===== src/msc_pkg.sv =====
`timescale 1ns / 1ps
// ----------------------------------------------------------------------------
// msc_pkg
// shared types, constants and saturation helper for the stencil step block
// ----------------------------------------------------------------------------
package msc_pkg;

    localparam int MAX_COLS = 1024;
    localparam int COL_W    = $clog2(MAX_COLS);
    localparam int ROW_W    = 16;
    localparam int DW       = 32;

    typedef logic [1:0] t_cfg_idx;
    localparam t_cfg_idx CFG_COLS = 2'd0;
    localparam t_cfg_idx CFG_ROWS = 2'd1;
    localparam t_cfg_idx CFG_INV  = 2'd2;

    // one classified cell travelling from front to back
    typedef struct packed {
        logic signed [DW-1:0] elev;
        logic signed [DW-1:0] velx;
        logic signed [DW-1:0] vely;
        logic signed [DW-1:0] depth;
        logic [ROW_W-1:0]     row;
        logic [COL_W-1:0]     col;
        logic                 has_prev;
        logic                 interior;
        logic                 last_row;
        logic                 last_col;
    } t_item;

    // saturate to signed 32 bits
    function automatic logic signed [DW-1:0] sat32(input logic signed [47:0] x);
        logic signed [DW-1:0] y;
        if (x > 48'sh0000_7FFF_FFFF) begin
            y = 32'sh7FFF_FFFF;
        end else if (x < -48'sh0000_8000_0000) begin
            y = 32'sh8000_0000;
        end else begin
            y = x[DW-1:0];
        end
        return y;
    endfunction

endpackage


===== src/msc_fifo.sv =====
`timescale 1ns / 1ps
// ----------------------------------------------------------------------------
// msc_fifo
// two entry queue of classified cells between front and back
// ----------------------------------------------------------------------------
module msc_fifo import msc_pkg::*; (
    input  logic  i_clk,
    input  logic  i_rst_n,
    input  logic  i_push,
    input  t_item i_item,
    output logic  o_full,
    input  logic  i_pop,
    output logic  o_valid,
    output t_item o_item
);

    t_item      r_mem [2];
    logic       r_wp;
    logic       r_rp;
    logic [1:0] r_cnt;

    assign o_full  = (r_cnt == 2'd2);
    assign o_valid = (r_cnt != 2'd0);
    assign o_item  = r_mem[r_rp];

    always_ff @(posedge i_clk) begin
        if (i_push) begin
            r_mem[r_wp] <= i_item;
        end
    end

    always_ff @(posedge i_clk) begin
        if (!i_rst_n) begin
            r_wp  <= 1'b0;
            r_rp  <= 1'b0;
            r_cnt <= '0;
        end else begin
            if (i_push) r_wp <= !r_wp;
            if (i_pop)  r_rp <= !r_rp;
            r_cnt <= r_cnt + 2'(i_push) - 2'(i_pop);
        end
    end

endmodule


===== config.mk =====
export PLATFORM = sky130hd
export DESIGN_NAME = msc_fifo
export DESIGN_NICKNAME = d
export VERILOG_FILES = /design/src/msc_pkg.sv /design/src/msc_fifo.sv
export SDC_FILE = /design/constraint.sdc
export NUM_CORES = 1
export LEC_CHECK = 0
export BUFFER_PORTS_ARGS = -buffer_cell sky130_fd_sc_hd__buf_2
export CORE_MARGIN = 4
export CORE_UTILIZATION = 45
export CTS_CLUSTER_DIAMETER = 30
export CTS_CLUSTER_SIZE = 10
export DETAILED_ROUTE_END_ITERATION = 7
export HOLD_SLACK_MARGIN = 0.03
export PLACE_DENSITY = 0.7
export SLEW_MARGIN = 5
export SYNTH_ARGS = -nofsm -noshare
export SYNTH_HDL_FRONTEND = slang
export SYNTH_SLANG_ARGS = --single-unit

===== constraint.sdc =====
create_clock -name i_clk -period 18.4 [get_ports i_clk]
set_input_delay 2.76 -clock i_clk [delete_from_list [all_inputs] [get_ports i_clk]]
set_output_delay 2.76 -clock i_clk [all_outputs]
set_load 0.01 [all_outputs]

# --- Word level (Yosys, flattened, before mapping) ---
# Memories as Yosys holds them, arrays and structs flattened. A register that Yosys moved wholly into a read port is not among the register bits.
# Cells that the tools add are included.
op_classes:
  add_sub_neg: 2
  n_eq_ne: 1
  mux: 4
  reduce_logical: 3
op_table:
  columns: ["op", "count"]
  rows:
  - ["$mux W1", 4]
  - ["$add A2 B1 Y2", 1]
  - ["$eq A2 B2 Y1 const B", 1]
  - ["$logic_not A1 Y1", 2]
  - ["$reduce_bool A2 Y1", 1]
  - ["$sub A2 B1 Y2", 1]
totals:
  register_bits: 4
  ram_bits: 316
  input_bits: 162
  mem_count: 1
mem_list:
  columns: ["memory", "words", "word_bits", "rd", "rd_ports_with_merged_regs", "write_ports", "line_no", "rtl"]
  rows:
  - ["r_mem", 2, 158, 1, 1, 1, "msc_fifo.sv:17", "t_item r_mem [2];"]

# --- Longest topological paths before layout ---
depth:
  word_depth: 3
  depth_mapped: 6
  ltp_nobuf: 6

# --- Worst setup path after synthesis ---
# OpenSTA, ideal clock, no wires.
synth_timing:
  path_kind: "in2reg"
  from: "input i_push"
  to: "memory r_mem[0][0] (netlist bit), enable pin"
  setup_time_ps: 697
  arrival_ps: 9621
  required_time_ps: 17703
  path_slack_ps: 8083
  cell_stages: 1
  n_path_buf: 0
  path_cell_list: "nor2b_1"
synth_between:
  elab_chain_len: 2
synth_lines:
  columns: ["item", "line_no", "rtl"]
  rows:
  - ["from (decl)", "msc_fifo.sv:9", "input logic i_push,"]
  - ["$mux W1", "msc_fifo.sv:27", "if (i_push) begin"]
  - ["$mux W1 (not written as such)", "msc_fifo.sv:28", "r_mem[r_wp] <= i_item;"]
  - ["to (decl)", "msc_fifo.sv:17", null]
# Every way passes these cells.

==> metrics.yaml <==
run_status:
  run_status: "finished clean"
setup_path:
  critical_path_class: "reg2out"
  cp_max_fo: 64
  r2r-end: "r_mem[1][80]"
  rrSetupSlack_ns: 16.42
  cp-start-kind: "register"
  crit_arrival_ns: 2.80
  worstPathRequired_ns: 15.64
  reg2reg_from: "r_wp"
  ff2ff_path_depth: 2
  cp-end-kind: "output pin"
global_routing:
  overflow: 0
  grt_pass1_wl_um: 34700
  grt_max_degree: 79
  grt_usage_pct: 15.2
  grt_pass1_vias: 6522
  antenna_found_initial: 8
cells_and_area:
  multi_input_area_mm2: 0.00229
  ff_latch_area_mm2: 0.00959
  drive_above_1_share_pct: 62.9
  area_growth_pct: 32.7
  final.fill_count: 1905
  final_nets: 1046
drt:
  drt-initial-drc-count: 372
  wirelength_um: 23600
  drc: 0
  dr.pass1.iters: 4
  drt-vias-per-instance: 4.78
  wl_per_cell_um: 18.6
  vias: 6068
  ant_nets: 0
logic_synthesis:
  yosysTopAreaCell: "edfxtp_1"
  syn_inst: 513
  yosys_warnings: 0
  netlist_area_mm2: 0.0121
  yosys.area_share.simple_pct: 0.467
  yosys-top-cells-count: "edfxtp_1 (316), mux2_4 (101), mux2_2 (57)"
  synth-edff-count: 316
  muxShareOfSynthArea_pct: 17.9
  synth_compound_area_share_pct: 0.0622
  syn_avg_cell_area_um2: 23.5
  synth_cell_types: 15
  synth_top_family_by_area: "multiplexers"
  synth-async-reset-ratio_pct: 0
  synth.area.top_cells: "edfxtp_1 (79%), mux2_4 (13%), mux2_2 (5.3%), buf_6 (1.3%), dfxtp_1 (0.83%)"
  ys.flop_type: "edfxtp_1"
  synth_top_area_share_pct: 78.7
  yosysMostFrequentCell: "edfxtp_1"
  synth-seq-cells: 321
  synthAdderAreaFrac_pct: 0.207
  synth_nets: 677
  ys_seq_area_share_pct: 79.5
  yosys.area_share.xor_xnor_pct: 0.259
power_and_ir_drop:
  power_frac_clock_pct: 50.9
  switchingPower_uw: 450
  pwr-share-seq_pct: 40.7
  p_leak_nw: 6.33
  peakVddDrop_mv: 0.109
  power_density_mw_per_mm2: 132
  p_int_mw: 1.67
  combPwrFrac_pct: 8.4
  p_sw_share_pct: 21.2
sta:
  finalSetupTns_ns: 0
  min_period_ns: 5.56
  holdWs_ns: 0.591
  grt_setup_unrepaired: "no"
  finalClockSkew_ns: 0.0158
  post-route-period-util_pct: 30.2
  slew_headroom_pct: 29.6
  hold_viol_final: 0
  worst_pin_slew_ns: 1.06
  final.setup.worst_slack_ns: 12.84
  slew_viol_final: 0
  setup_viol: 0
  timing.fmax_mhz: 180
clocking:
  cts_tree: "yes"
  cts_resized: 0
  path_clk_slew_ns: 0.05
  post-cts-setup-buffers: 0
  clk-insertion-delay-late_ns: 0.55
  hold_buffers: 0
  cts_made_buffers: 58
  h-tree-depth: 2
  cts_root_buf: "clkbuf_16"
  numClockSinks: 321
  cts_max_path_buffers: 3
floorplanning:
  fp.coreArea_mm2: 0.0262
  die_w_um: 172
  ioPinCount: 322
  die_h_um: 172
  num_rows: 59
  floorplan.initialDensity_pct: 46.0
  die-area_mm2: 0.0295
run:
  cap_viol_max_count: 0
placement:
  port_buffers: 321
  routabilityCongestion: 0.770
  post-dp-hpwl_um: 15300
  place_ws_ns: 13.35
hold_path:
  hp-start: "r_rp"
  hold_path.class: "reg2reg"
  min_to: "r_rp"
  min_path_cells: 2
-- area by class of cell --
type / instances / share of cell area, %
Tap cell: 335 / 2.62
Antenna cell: 3 / 0.0469
Multi-Input combinational cell: 172 / 14.3
Inverter: 2 / 0.0469
Timing Repair Buffer: 327 / 10.3
Clock buffer: 61 / 9.27
Sequential cell: 321 / 59.9
Clock inverter: 48 / 3.49
-- stage by stage --
step                      total power, mW  cells  cell area [um2]  util, %
after floorplan                     0.991    513            12100        -
after global placement               1.05   1157            14000     53.3
after detailed placement             1.06   1157            14000     53.3
after CTS                            2.15   1266            16000     61.1
after global routing                 2.20   1268            16000     61.1
final                                2.12   1269            16000     61.1
-- kinds of logic (layout without fill, tap and decap cells) --
kind of cell / Yosys count / in the layout
compound gates: 1 / 1
flops: 321 / 321
mux: 158 / 158
xor+xnor: 2 / 2
buf+inv: 20 / 438
other cells: 0 / 3
fa+ha+maj: 2 / 2
simple gates: 9 / 9
-- worst max-delay path: stages (launching register included) --
cell and delay, ns:
dfxtp_4 0.78, buf_4 0.86, mux2_2 0.41, buf_2 0.14
-- worst max path at each step --
stage | cells after the start | slack (ns) | from | endpoint
after global placement | 3 | 13.36 | register | o_item[4]
final | 3 | 12.84 | register | o_item[143]
after floorplan | 1 | 8.08 | i_push | r_mem[0][0]
after CTS | 3 | 12.75 | register | o_item[4]
after detailed placement | 3 | 13.35 | register | o_item[145]
after global routing | 3 | 12.66 | register | o_item[137]
-- metal layers --
metal	share of wire, %	vias to the layer above	global-route usage [%]
met1	39	2922	18.7
li1	-	2819	-
met3	8.7	57	5.58
met5	0.33	-	0
met4	2.6	10	5.61
met2	49	260	24.8
-- cell usage in the layout, fill, tap and decap left out --
master      count
bufinv_16      10
nor2b_4         1
clkbuf_1        2
and2_4          1
clkinvlp_4      7
diode_2         3
xor2_1          1
xnor3_1         1
buf_4           6
clkinv_1       10
edfxtp_1      316
buf_2         321
ha_1            2
inv_1           2
inv_16          1
clkinv_4        8
clkinv_2        7
and2_1          3
inv_6           5
mux2_4        101
or2_2           1
clkbuf_16      59
o21a_1          1
nor2b_1         3
mux2_2         57
dfxtp_4         1
dfxtp_1         4
-- state kept, by name, summed over array words and instances (netlist names), named ones only --
| signal | cells |
|---|---|
| r_rp | 1 |
| r_cnt | 2 |
| r_wp | 1 |
| r_mem | 316 |
-- power groups by stage --
stage / clock, mW / sequential, mW / combinational (mW)
after floorplan: 0 / 0.875 / 0.115
after global placement: 0 / 0.875 / 0.178
after detailed placement: 0 / 0.876 / 0.180
after CTS: 1.10 / 0.862 / 0.181
after global routing: 1.14 / 0.865 / 0.192
final: 1.08 / 0.862 / 0.178
No activity file was read; power rests on OpenSTA's default activity.
