--- src/msc_pkg.sv ---
`timescale 1ns / 1ps
// ----------------------------------------------------------------------------
// msc_pkg
// shared types, constants and saturation helper for the stencil step block
// ----------------------------------------------------------------------------
package msc_pkg;

    localparam int MAX_COLS = 1024;
    localparam int COL_W    = $clog2(MAX_COLS);
    localparam int ROW_W    = 16;
    localparam int DW       = 32;

    typedef logic [1:0] t_cfg_idx;
    localparam t_cfg_idx CFG_COLS = 2'd0;
    localparam t_cfg_idx CFG_ROWS = 2'd1;
    localparam t_cfg_idx CFG_INV  = 2'd2;

    // one classified cell travelling from front to back
    typedef struct packed {
        logic signed [DW-1:0] elev;
        logic signed [DW-1:0] velx;
        logic signed [DW-1:0] vely;
        logic signed [DW-1:0] depth;
        logic [ROW_W-1:0]     row;
        logic [COL_W-1:0]     col;
        logic                 has_prev;
        logic                 interior;
        logic                 last_row;
        logic                 last_col;
    } t_item;

    // saturate to signed 32 bits
    function automatic logic signed [DW-1:0] sat32(input logic signed [47:0] x);
        logic signed [DW-1:0] y;
        if (x > 48'sh0000_7FFF_FFFF) begin
            y = 32'sh7FFF_FFFF;
        end else if (x < -48'sh0000_8000_0000) begin
            y = 32'sh8000_0000;
        end else begin
            y = x[DW-1:0];
        end
        return y;
    endfunction

endpackage

--- src/msc_front.sv ---
`timescale 1ns / 1ps
// ----------------------------------------------------------------------------
// msc_front
// config registers, raster cursors and cell classification
// ----------------------------------------------------------------------------
module msc_front import msc_pkg::*; (
    input  logic              i_clk,
    input  logic              i_rst_n,
    input  logic              i_s_tvalid,
    output logic              o_s_tready,
    input  logic [127:0]      i_s_tdata,
    input  logic              i_cfg_valid,
    output logic              o_cfg_ready,
    input  t_cfg_idx          i_cfg_index,
    input  logic [30:0]       i_cfg_data,
    input  logic              i_fifo_full,
    output logic              o_push,
    output t_item             o_item,
    output logic [30:0]       o_inv
);

    logic [10:0]      r_cols_cfg;
    logic [ROW_W-1:0] r_rows_cfg;
    logic [30:0]      r_inv;
    logic [ROW_W-1:0] r_row;
    logic [COL_W-1:0] r_col;

    logic [10:0]      cols_eff;
    logic [ROW_W-1:0] rows_eff;
    logic [ROW_W-1:0] cur_row;
    logic [COL_W-1:0] cur_col;
    logic [10:0]      col_inc;
    logic [ROW_W:0]   row_inc;
    logic [ROW_W-1:0] n_row;
    logic [COL_W-1:0] n_col;
    logic signed [32:0] diff;
    logic             cfg_we;

    assign o_s_tready  = !i_fifo_full;
    assign o_push      = i_s_tvalid && !i_fifo_full;
    assign o_cfg_ready = 1'b1;
    assign cfg_we      = i_cfg_valid;
    assign o_inv       = r_inv;

    always_comb begin
        cols_eff = (r_cols_cfg < 11'd3) ? 11'd3 :
                   ((r_cols_cfg > 11'(MAX_COLS)) ? 11'(MAX_COLS) : r_cols_cfg);
        rows_eff = (r_rows_cfg < 16'd3) ? 16'd3 : r_rows_cfg;
        cur_row  = r_row;
        cur_col  = r_col;
        if ((r_row >= rows_eff) || ({1'b0, r_col} >= cols_eff)) begin
            cur_row = '0;
            cur_col = '0;
        end
        diff = 33'(signed'(i_s_tdata[31:0])) - 33'(signed'(i_s_tdata[127:96]));

        o_item.elev     = i_s_tdata[31:0];
        o_item.velx     = i_s_tdata[63:32];
        o_item.vely     = i_s_tdata[95:64];
        o_item.depth    = sat32(48'(diff));
        o_item.row      = cur_row;
        o_item.col      = cur_col;
        o_item.has_prev = (cur_row != '0);
        o_item.last_col = ({1'b0, cur_col} == cols_eff - 11'd1);
        o_item.last_row = (cur_row == rows_eff - 16'd1);
        o_item.interior = (cur_col != '0) && !o_item.last_col && (cur_row >= 16'd2);

        col_inc = {1'b0, cur_col} + 11'd1;
        row_inc = {1'b0, cur_row} + 17'd1;
        n_col   = col_inc[COL_W-1:0];
        n_row   = cur_row;
        if (col_inc >= cols_eff) begin
            n_col = '0;
            n_row = (row_inc >= {1'b0, rows_eff}) ? '0 : row_inc[ROW_W-1:0];
        end
    end

    always_ff @(posedge i_clk) begin
        if (!i_rst_n) begin
            r_cols_cfg <= 11'd1024;
            r_rows_cfg <= 16'd1024;
            r_inv      <= 31'd65536;
            r_row      <= '0;
            r_col      <= '0;
        end else if (cfg_we) begin
            case (i_cfg_index)
                CFG_COLS: r_cols_cfg <= i_cfg_data[10:0];
                CFG_ROWS: r_rows_cfg <= i_cfg_data[15:0];
                CFG_INV:  r_inv      <= i_cfg_data;
                default:  ;
            endcase
            if ((i_cfg_index == CFG_COLS) || (i_cfg_index == CFG_ROWS) ||
                (i_cfg_index == CFG_INV)) begin
                r_row <= '0;
                r_col <= '0;
            end
        end else if (o_push) begin
            r_row <= n_row;
            r_col <= n_col;
        end
    end

endmodule

--- config.mk ---
export PLATFORM = sky130hd
export DESIGN_NAME = msc_front
export DESIGN_NICKNAME = d
export VERILOG_FILES = /design/src/msc_pkg.sv /design/src/msc_front.sv
export SDC_FILE = /design/constraint.sdc
export NUM_CORES = 1
export LEC_CHECK = 0
export BUFFER_PORTS_ARGS = -buffer_cell sky130_fd_sc_hd__clkbuf_2
export CAP_MARGIN = 30
export CORE_ASPECT_RATIO = 1.75
export CORE_UTILIZATION = 40
export DETAILED_ROUTE_END_ITERATION = 10
export PLACE_DENSITY_LB_ADDON = 0.1
export SYNTH_ARGS = -nofsm -noshare
export SYNTH_HDL_FRONTEND = slang
export SYNTH_SLANG_ARGS = --single-unit
--- constraint.sdc ---
create_clock -name i_clk -period 5.3 [get_ports i_clk]
set_clock_uncertainty 0.1 [all_clocks]
set_input_delay 0.795 -clock i_clk [delete_from_list [all_inputs] [get_ports i_clk]]
set_output_delay 0.795 -clock i_clk [all_outputs]
set_load 0.01 [all_outputs]
After elaboration in Yosys (flattened, before gate mapping)
Cells that the tools add are included.
Word-level totals
  register bits: 84
  input port bits: 166
  word-level logic and storage cells: 57
Operators by class
  $add $sub $neg: 5
  magnitude comparators: 10
  eq/ne operators: 5
  muxes and demuxes: 16
  reductions and logical operators: 16
Operator list (count)
  two-way mux 16 bit: 7
  two-way mux 32 bit: 2
  two-way mux 10 bit: 5
  > comparator 33 x 32 -> 1 bit, second input constant: 1
  less-than comparator 33 x 32 -> 1 bit, second input constant: 1
  subtractor 32 x 32 -> 33 bit: 1
  two-way mux 11 bit: 2
  adder 16 x 1 -> 17 bit, second input constant: 1
  >= comparator 17 x 16 -> 1 bit: 1
  equality test 16 bit: 1
  >= comparator 16 bit: 1
  >= comparator 16 x 2 -> 1 bit, second input constant: 1
  less-than comparator 16 x 2 -> 1 bit, second input constant: 1
  nonzero test 16 bit: 1
  subtractor 16 x 1 -> 16 bit, second input constant: 1
  adder 10 x 1 -> 11 bit, second input constant: 1
  equality test 10 x 11 -> 1 bit: 1
  >= comparator 10 x 11 -> 1 bit: 1
  >= comparator 11 bit: 1
  > comparator 11 bit, second input constant: 1
  less-than comparator 11 x 2 -> 1 bit, second input constant: 1
  subtractor 11 x 1 -> 11 bit, second input constant: 1
  nonzero test 10 bit: 1
  AND reduction 2 bit: 4
  8 further kinds: 13

Longest topological paths before layout
  depth after elaboration: 12
  mapped depth: 32

Worst setup path after synthesis
No wires, ideal clock.
  kind: flip-flop to flip-flop
  start: register r_cols_cfg[2]
  end: register r_row[6]
  arrival time: 5.585 ns
  slack: -0.451 ns
  cell stages (with the launch flop): 28
  cell sequence: dfxtp_1 -> or4_4 -> nor2_1 -> o21ai_0 -> inv_1 -> ha_1 -> nand2b_1 -> a21o_1 -> a21oi_1 -> o21ai_0 -> a32oi_1 -> buf_2 -> clkbuf_1 -> and3_1 -> ha_1 -> and3_1 -> and3_1 -> nand4_1 -> xnor2_1 -> ha_1 -> o31a_1 -> a32o_1 -> a211oi_1 -> and2_0 -> a21o_1 -> buf_2 -> a22oi_1 -> nor2b_1
RTL lines
  start: declaration: line msc_front.sv:22  | logic [10:0] r_cols_cfg;
  start signal: assignment: line msc_front.sv:87  | CFG_COLS: r_cols_cfg <= i_cfg_data[10:0];
  end signal: assignment: line msc_front.sv:98  | r_row <= n_row;
  end: declaration: line msc_front.sv:25  | logic [ROW_W-1:0] r_row;

Worst setup path after layout
  start: register r_cols_cfg[4]
  end: register r_row[3]
On the way
  longest elaborated chain between the ends: 12
Ends and longest elaborated chain
  > comparator 11 bit: line msc_front.sv:47  | ((r_cols_cfg > 11'(MAX_COLS)) ? 11'(MAX_COLS) : r_cols_cfg);
  two-way mux 11 bit: line msc_front.sv:47
  two-way mux 11 bit *: line msc_front.sv:46  | cols_eff = (r_cols_cfg < 11'd3) ? 11'd3 :
  >= comparator 10 x 11 -> 1 bit: line msc_front.sv:51  | if ((r_row >= rows_eff) || ({1'b0, r_col} >= cols_eff)) begin
  logical OR 1 bit: line msc_front.sv:51
  two-way mux 16 bit: line msc_front.sv:51
  adder 16 x 1 -> 17 bit: line msc_front.sv:69  | row_inc = {1'b0, cur_row} + 17'd1;
  >= comparator 17 x 16 -> 1 bit: line msc_front.sv:74  | n_row = (row_inc >= {1'b0, rows_eff}) ? '0 : row_inc[ROW_W-1:0];
  two-way mux 16 bit: line msc_front.sv:74
  two-way mux 16 bit *: line msc_front.sv:72  | if (col_inc >= cols_eff) begin
  two-way mux 16 bit *: line msc_front.sv:97  | end else if (o_push) begin
  two-way mux 16 bit *: line msc_front.sv:85  | end else if (cfg_we) begin
Every way passes the cells marked *; elsewhere a longest branch is shown, timed or not. The select of a mux whose other input is x is not followed.
A chain may end at the register's enable or synchronous reset.

==> reports/qor.txt <==
top cell type's share of synthesized area - 18.9%
number of enable flip-flop cells after synthesis - 0
predominant post-synthesis flop cell - sky130_fd_sc_hd__dfxtp_1
worst-case headroom to the max-slew limit - 53.0%
minimum clock period - 5.37 ns
number of slew-limit violations in the final report - 0
Max Clock Freq - 0.186 GHz
fraction of final layout cells with drive strength greater than 1 - 30.6%
Setup violations, final - 15
Initial Util - 41.0%
average wire length per cell after detail routing - 17.8 µm
number of distinct library cell variants in the gate-level netlist after synthesis - 73
source-to-sink clock delay at the later pin of the worst-skew pair - 0.36 ns
net count of the mapped netlist - 1428
slack of the critical path - -0.0724 ns
Clock transition at path regs - 0.07 ns
maximum number of pins on one net before global-route repair - 50
synthesized flop and latch total - 84
Power, Total - 0.00209 W
crit path max fanout - 5
commonest non-fill, non-tap cell in the layout - sky130_fd_sc_hd__clkbuf_2
Util after Layout - 50.7%
wire length of the first global-routing pass - 45.0 mm
post-placement setup slack - -0.142 ns
DRC violations left - 0
chip height - 199 µm
CTS tree - yes
crit path capture type - flop
Max Cap Violations - 0
Critical Path Slowest Stage Cell - sky130_fd_sc_hd__or4_4
CTS max path bufs - 2
Hold Violations, Final - 0
via count of the first global-routing pass - 8706
via total after detailed routing - 8881
NumNets Final - 1623
GPL Wtd Cong - 0.946
largest cells by area after synthesis - sky130_fd_sc_hd__dfxtp_1 (19%), sky130_fd_sc_hd__ha_1 (13%), sky130_fd_sc_hd__buf_4 (8.3%)
CTS Sinks - 84
number of port buffers - 228
delay of the slowest cell on the worst path - 0.55 ns
Post-Syn Instances - 1172
post-synthesis average cell area - 7.59 µm²
CP arrival - 5.57 ns
Leakage Power - 5.17 nW
share of synthesized area occupied by flip-flops and latches - 18.9%
initial antenna violation count - 0
final non-filler cell total - 1664
via density per instance - 5.34
required time worst endpoint - 5.50 ns
number of instances in the placed design - 1641
number of detailed-route iterations in the first pass - 5
most congested layer reported by global routing - met2
floorplan die width - 115 µm
result of the run - complete, but fails checks
hold bufs inserted after CTS - 0
setup repair after global routing missed its margin - yes
fraction of the cycle the final worst path needs - 101%
number of buffers created by CTS - 9
met3 usage in global routing - 3.64%
antenna-violating nets left - 0
post-synthesis cell area - 0.00889 mm²
# diodes - 0
commonest non-fill, non-tap cells in the layout - sky130_fd_sc_hd__clkbuf_2 (227), sky130_fd_sc_hd__nand2_1 (139), sky130_fd_sc_hd__buf_4 (97)
grt met2 use - 50.0%
path type of the worst min-delay path - reg -> reg
Yosys warning count - 0
Setup CP Type - reg -> reg
placeable core region - 0.0217 mm²
grt ovf - 0
internal reg-to-reg setup slack - -0.07 ns
violated checks - negative setup slack
number of standard-cell rows in the floorplan - 71
total number of H-tree levels - 3
detailed placement HPWL - 24.1 mm
Async S/R FF share, synth - 0%
area grow syn2layout - 23.6%
met1 GRT Util - 25.5%
overall routing resource usage - 25.9%
Yosys top cell by area - sky130_fd_sc_hd__dfxtp_1
power per standard cell area - 190 mW/mm²
Detailed Route WL - 29.7 mm
root buffer cell - sky130_fd_sc_hd__clkbuf_16
iteration-0 DRC count of the detailed router - 306
Top-Level Pins - 358
kind of launch point of the worst setup path - flop
IR drop worst, VDD - 0.204 mV
Worst Tran Pin Value - 0.705 ns
die area - 0.0229 mm²
[path summary, 6_finish.rpt]
| check | endpoint | startpoint | cells after the start |
|---|---|---|---|
| max | r_row[3]$_SDFFE_PN0P_ | r_cols_cfg[4]$_SDFFE_PN0P_ | 30 |
| min | o_inv[25]$_SDFFE_PN0P_ | o_inv[25]$_SDFFE_PN0P_ | 2 |
| max reg2reg | r_row[3]$_SDFFE_PN0P_ | r_cols_cfg[4]$_SDFFE_PN0P_ | 30 |
| min reg2reg | o_inv[25]$_SDFFE_PN0P_ | o_inv[25]$_SDFFE_PN0P_ | 2 |
[layout make-up]
type                       instances  area, µm²
tap                              292        365
clock inverter                     6       55.1
multi-input combinational        863       6310
fill                            2248      10700
clock buffer                      10        239
inverter                          73        279
timing repair buffer             336       2060
sequential                        84       1690
[kinds of logic (layout without fill, tap and decap cells)]
logic type,after synthesis,after routing,synth area share (%)
AND/OR/NAND/NOR,394,394,21.6
buffers and inverters,225,425,13.8
flip-flops,84,84,18.9
multiplexers,12,12,1.35
adder cells (fa/ha/maj),122,122,16.4
other,1,1,0.0422
XOR/XNOR,75,75,7.39
AO/OA/AOI/OAI,259,259,20.5
[critical path: cells and delay by family, from the launching register on]
kind                     cells  cell delay, ns
flip-flops                   1            0.32
XOR/XNOR                     1            0.13
adder cells (fa/ha/maj)      3            0.60
buffers and inverters        4            0.51
AND/OR/NAND/NOR             11            1.99
AO/OA/AOI/OAI               11            1.65
[flip-flops by register name, indices dropped and copies added (netlist names)]
name / flops
r_rows_cfg: 16
r_row: 16
r_cols_cfg: 11
o_inv: 31
r_col: 10
[what timing repair did]
| item | CTS | global route |
|---|---|---|
| setup endpoints to repair | 19 | 29 |
| gates resized for setup | 22 | 34 |
| setup buffers | 2 | 3 |
| pin swaps | 14 | 10 |
| gates cloned | 0 | 2 |
[cell usage after synthesis, types with 4 or more instances]
master,count
sky130_fd_sc_hd__or3_1,5
sky130_fd_sc_hd__a22oi_1,17
sky130_fd_sc_hd__and2_1,5
sky130_fd_sc_hd__xnor2_1,46
sky130_fd_sc_hd__a21o_1,29
sky130_fd_sc_hd__nor2b_1,37
sky130_fd_sc_hd__or4_1,5
sky130_fd_sc_hd__ha_1,89
sky130_fd_sc_hd__xor2_1,29
sky130_fd_sc_hd__nand3b_1,6
sky130_fd_sc_hd__mux2i_1,12
sky130_fd_sc_hd__o21a_1,5
sky130_fd_sc_hd__maj3_1,32
sky130_fd_sc_hd__buf_4,98
sky130_fd_sc_hd__dfxtp_1,84
sky130_fd_sc_hd__and3_1,25
sky130_fd_sc_hd__a211oi_1,11
sky130_fd_sc_hd__buf_2,11
sky130_fd_sc_hd__a21boi_0,47
sky130_fd_sc_hd__clkbuf_1,38
sky130_fd_sc_hd__inv_1,73
sky130_fd_sc_hd__a31oi_1,11
sky130_fd_sc_hd__o211ai_1,9
sky130_fd_sc_hd__nor4_1,10
sky130_fd_sc_hd__a21oi_1,44
sky130_fd_sc_hd__nand2_1,142
sky130_fd_sc_hd__nand2b_1,16
sky130_fd_sc_hd__nor2_1,75
sky130_fd_sc_hd__nand4_1,12
sky130_fd_sc_hd__o21ai_0,37
sky130_fd_sc_hd__a22o_1,7
sky130_fd_sc_hd__nor3_1,13
sky130_fd_sc_hd__nand3_1,25
sky130_fd_sc_hd__o31ai_1,4
[layer usage]
layer  vias up  share of wire, %
met5         -                 0
met4         0               5.8
met3        98               4.4
met2       352                53
met1      4051                37
li1       4380                 -
[per-stage QoR]
step | setup TNS (ns) | cell area (µm²) | hold WS (ns)
3_5_place_dp | -1.71 | 10300 | 0.360
4_1_cts | -0.145 | 10700 | 0.371
2_1_floorplan | 0 | 9000 | 0.357
6_report | -0.669 | 11000 | 0.367
3_3_place_gp | -0.973 | 10300 | 0.350
5_1_grt | -5.08 | 11000 | 0.390
[power by group]
part | internal, W | leakage [nW] | switching, W
sequential | 0.000646 | 0.682 | 0.00000989
clock | 0.000340 | 0.146 | 0.000306
combinational | 0.000350 | 4.34 | 0.000433
total | 0.00134 | 5.17 | 0.000750
Note: power is estimated with default switching activity, not from simulation.
